[config.mk]
export PLATFORM = sky130hd
export DESIGN_NAME = fupcm_ram
export DESIGN_NICKNAME = d
export VERILOG_FILES = /design/src/rtl/core/fupcm_ram.sv
export SDC_FILE = /design/constraint.sdc
export NUM_CORES = 2
export LEC_CHECK = 0
export BUFFER_PORTS_ARGS = -buffer_cell sky130_fd_sc_hd__clkbuf_2
export CAP_MARGIN = 20
export CORE_UTILIZATION = 63
export DETAILED_ROUTE_END_ITERATION = 10
export GPL_ROUTABILITY_DRIVEN = 0
export PLACE_DENSITY = 0.82
export SLEW_MARGIN = 20
export SYNTH_ARGS = -nofsm -noshare
export SYNTH_HDL_FRONTEND = slang
export SYNTH_SLANG_ARGS = --single-unit
[constraint.sdc]
create_clock -name clock -period 2.6 [get_ports clock]
set_clock_uncertainty 0.2 [all_clocks]
set_input_delay 0 -clock clock [delete_from_list [all_inputs] [get_ports clock]]
set_output_delay 0 -clock clock [all_outputs]
set_load 0.005 [all_outputs]
[src/rtl/core/fupcm_ram.sv]
// ----------------------------------------------------------------------------
// Generic single-port-write RAM
// One write port and one read port; read data is registered (read-first).
// ----------------------------------------------------------------------------
`default_nettype none

module fupcm_ram #(
   parameter int WIDTH = 8,
   parameter int DEPTH = 256
) (
   input  wire logic                     clock,
   input  wire logic                     wr_en,
   input  wire logic [$clog2(DEPTH)-1:0] wr_addr,
   input  wire logic [WIDTH-1:0]         wr_data,
   input  wire logic [$clog2(DEPTH)-1:0] rd_addr,
   output logic      [WIDTH-1:0]         rd_data
);

   logic [WIDTH-1:0] mem_ff [DEPTH];
   logic [WIDTH-1:0] rd_data_ff;

   always_ff @(posedge clock) begin
      if (wr_en) begin
         mem_ff[wr_addr] <= wr_data;
      end
      rd_data_ff <= mem_ff[rd_addr];
   end

   assign rd_data = rd_data_ff;

endmodule

`default_nettype wire

Yosys cells after proc, flatten, opt, wreduce, memory -nomap -nowiden
Memory sizes are Yosys's and may differ from the RTL's. A register that Yosys moved wholly into a read port is not among the register bits.
Index checks and enable logic that the tools add are counted.
{"block": "totals", "output_inout_bits": 8, "mem_count": 1, "ff_bits": 0, "in_bits": 26, "mem_bits_ro": 0, "ram_bits": 2048, "latchBits": 0, "elab_cells": 3}
{"block": "op_classes", "mux": 2, "n_bitwise": 0, "n_reduce_logical": 0, "shifts": 0, "multipliers": 0, "magnitude_cmp": 0, "eq_ne": 0, "add_sub_neg": 0, "div": 0}
{"memory": "mem_ff", "depth": 256, "width": 8, "read_ports": 1, "rd_ports_with_merged_regs": 1, "write_ports": 1, "line_no": "19", "rtl": "logic [WIDTH-1:0] mem_ff [DEPTH];"}
{"cell": "1-bit 2-to-1 mux", "n": 2}

Longest topological paths before layout
{"block": "depth", "depth_word": 2, "depth_mapped": 11, "mapped_depth_nobuf": 6}

Worst setup path before layout
Ideal clock, no wire load.
{"block": "synth_timing", "kind": "input port to flip-flop", "from": "in rd_addr[0]", "to": "reg rd_data_ff[2] (netlist: rd_data[2]) (read register of mem_ff)", "n_path_buf": 4, "t_arrival_ns": 1.807, "path_slack_ns": 0.462, "setup_ns": 0.131, "required_time_ns": 2.269, "path_stages": 9, "path_cell_list": "buf_6 buf_12 buf_8 buf_2 mux4_2 a22oi_1 a21oi_1 nor4_1 nor4_2"}
{"item": "start, declared", "line_no": "15", "rtl": "input wire logic [$clog2(DEPTH)-1:0] rd_addr,"}
{"item": "end, declared", "line_no": "20", "rtl": "logic [WIDTH-1:0] rd_data_ff;"}

==> impl_metrics.toml <==
[outcome]
status = "complete, but fails checks"
violations = "setup timing"

[worst_setup_path]
reg2reg_to = "rd_data[2]"
cp.required_ns = 3.10
critPathTopFamily = "multiplexers"
cp-start-kind = "flop"
cp.buffers_inverters = 1
crit_path_max_fanout = 1
slowest_stage = "mux4_2"
crit_arrival_ns = 3.13
r2r_cells = 6
critical_path_class = "reg2reg"
crit_top_cell = "mux4_2"
r2r_slack_ns = -0.03
r2r_start = "mem_ff[65][2]"
crit_chain = "mux4_2, mux4_2, nor2b_1, nor4_4, buf_4, nor4_2"
crit_path_end_kind = "flop"
critPathMaxStageDelay_ns = 0.53

[hold_path]
hold_path.class = "in2reg"
hold_depth = 7
worstHoldStart = "rd_addr[5]"
whs_endpoint = "rd_data[6]"

[clocking]
cts_tree = "yes"
clkLatencyLatePin_ns = 0.84
clock-root-buffer = "clkbuf_16"
clock_sinks = 2056
numCtsBuffers = 192
htree_levels = 4
clockBufferDepth = 3
clk_pin_slew_ns = 0.07

[route]
vias_per_cell = 7.19
drc_errors = 0
first_iter_violations = 8102
firstDrtPassIters = 8
wire_per_inst_um = 35.7
routed_wl_mm = 222
num_vias = 44600
antenna_left = 0

[die]
die_y_um = 357
core_sq_um = 125000
die_width_um = 357
start_util_pct = 63.4
die_area_sq_um = 128000
io_pins = 34
row_count = 130

[layout]
area_growth_pct = 16.4
fin_area_sq_um = 92600
regArea_sq_um = 61700
drive_above_1_share_pct = 31.4
final_nets = 4413
nFillCells = 6189
multi_input_area_sq_um = 16600

[grt]
grt_pass1_wl_mm = 316
grt_max_degree = 112
gr-total-overflow = 0
antenna_found_initial = 6
grt_pass1_vias = 44800
grt_use_total_pct = 35.4

[synth]
synth_commonest_cells = "edfxtp_1 (2048), mux4_2 (454), nor2_1 (282)"
yosys_warnings = 0
synth.most_common_cell = "edfxtp_1"
ys.flop_type = "edfxtp_1"
synth-async-reset-ratio_pct = 0
synth.largest_area_cell = "edfxtp_1"
synthCells = 3733
synth_top_area_share_pct = 77.3
yosys_register_bits = 2056
synth_nets = 3759
synth_edf_count = 2048
syn_area_sq_um = 79600
ys_types = 55
ys_seq_area_share_pct = 77.5
synth_area_per_cell_sq_um = 21.3
yosys-top-cells-area = "edfxtp_1 (77%), mux4_2 (13%), mux2i_1 (1.7%)"

[power]
swShare_pct = 21.8
p_int_w = 0.0535
leakage_nw = 30.1
p_per_area_nw_per_um2 = 739
p_comb_share_pct = 5.7
p_sw_w = 0.0149
vdd_drop_max_v = 0.000837
pwr-share-clk_pct = 40.8
pwr-share-seq_pct = 53.5

[timing]
setup_violations = 2
fin_crit_ns = 2.63
worst_pin_slew_ns = 0.992
fin_setup_tns_ns = -0.0577
setup_ws_ns = -0.0338
slew_viol_final = 0
slew_headroom_pct = 33.9
max_freq_mhz = 380
rsz0062_at_grt = "yes"
min_period_over_period_pct = 101
finalHoldViolations = 0

[run]
maxCapViolCount = 0

[place]
portBuffers = 33
postPlaceCellArea_sq_um = 86100
dp_hpwl_mm = 128
## how the worst max path moves through the flow
stage	from	end	slack, ns	cells after the start
5_1_grt	mem_ff[65][2]	rd_data[2]	-0.02	6
2_1_floorplan	rd_addr[0]	rd_data[2]	0.46	9
3_5_place_dp	rd_addr[1]	rd_data[7]	-0.72	9
4_1_cts	mem_ff[64][0]	rd_data[0]	0.002	6
3_3_place_gp	rd_addr[1]	rd_data[7]	-0.62	9
6_report	mem_ff[65][2]	rd_data[2]	-0.03	6
## power by group through the flow
stage / Sequential, W / Combinational, W / Clock (W)
2_1_floorplan: 0.0373 / 0.00177 / 0
3_3_place_gp: 0.0373 / 0.00354 / 0
3_5_place_dp: 0.0373 / 0.00365 / 0
4_1_cts: 0.0366 / 0.00379 / 0.0279
5_1_grt: 0.0366 / 0.00400 / 0.0291
6_report: 0.0366 / 0.00393 / 0.0279
## cells by family (layout without fill, tap and decap cells)
logic type	Yosys count	count (layout)	share of synthesized area (%)
simple gates	466	466	2.63
compound gates	385	385	3.42
flops	2056	2056	77.5
other cells	0	4	0
buf+inv	235	1051	1.83
mux	591	591	14.6
## per-stage QoR
stage          setup slack [ns]  hold WS, ns  instances  total power [W]  utilization [%]
2_1_floorplan             0.462       -0.101       3733           0.0390                -
3_3_place_gp             -0.617        0.275       5818           0.0408             68.6
3_5_place_dp             -0.716        0.285       5818           0.0410             68.6
4_1_cts                 0.00224      0.00520       6197           0.0683             73.7
5_1_grt                 -0.0237       0.0788       6199           0.0697             73.8
6_report                -0.0338        0.103       6203           0.0685             73.8
## final cells by class
cell class	count	share of cell area (%)
flip-flops and latches	2056	66.6
inverters	2	0.00811
clock inverters	119	1.13
clock buffers	237	5.50
repair buffers	693	6.58
diodes	4	0.0108
well taps	1650	2.23
multi-input cells	1442	17.9
## layout by cell type (no fill, tap or decap), drive strengths merged, types with 10 or more instances in the layout
cell type / count
edfxtp: 2048
buf: 643
mux4: 456
nor2: 282
clkbuf: 264
mux2i: 134
a22oi: 133
a21oi: 96
clkinv: 94
o221ai: 47
nand3: 34
nand2: 33
nor2b: 31
o22ai: 28
nor4: 27
dlygate4sd3: 23
nor3: 22
bufinv: 16
a211oi: 16
a221oi: 14
o21ai: 12
nand4: 10
o211ai: 10
## sequential cells by signal, indices dropped and copies added, names as in the netlist
register	count
rd_data	8
mem_ff	2048
## routing by layer
layer | GRT usage (%) | part of all wire (%) | wire (um) | up-vias
met1 | 45.7 | 31 | 69600 | 22300
met5 | 0 | 0.035 | 77 | -
met4 | 18.5 | 6.3 | 13900 | 10
met2 | 56.0 | 48 | 107000 | 4373
li1 | - | - | - | 17000
met3 | 9.41 | 14 | 31400 | 921
## worst min-delay path, stage by stage
cell      delay [ns]
clkbuf_2        0.17
buf_4           0.23
a21boi_0        0.15
nand4_1         0.13
a22oi_1         0.12
buf_4           0.15
nor4_2          0.12
## what timing repair did
action,in CTS,in global routing
hold endpoints to repair,2858,0
gates resized for setup,10,15
setup buffers,0,2
endpoints found under the setup margin,5,23
hold buffers,23,0
pin swaps,1,4
No activity file was read; power rests on OpenSTA's default activity.
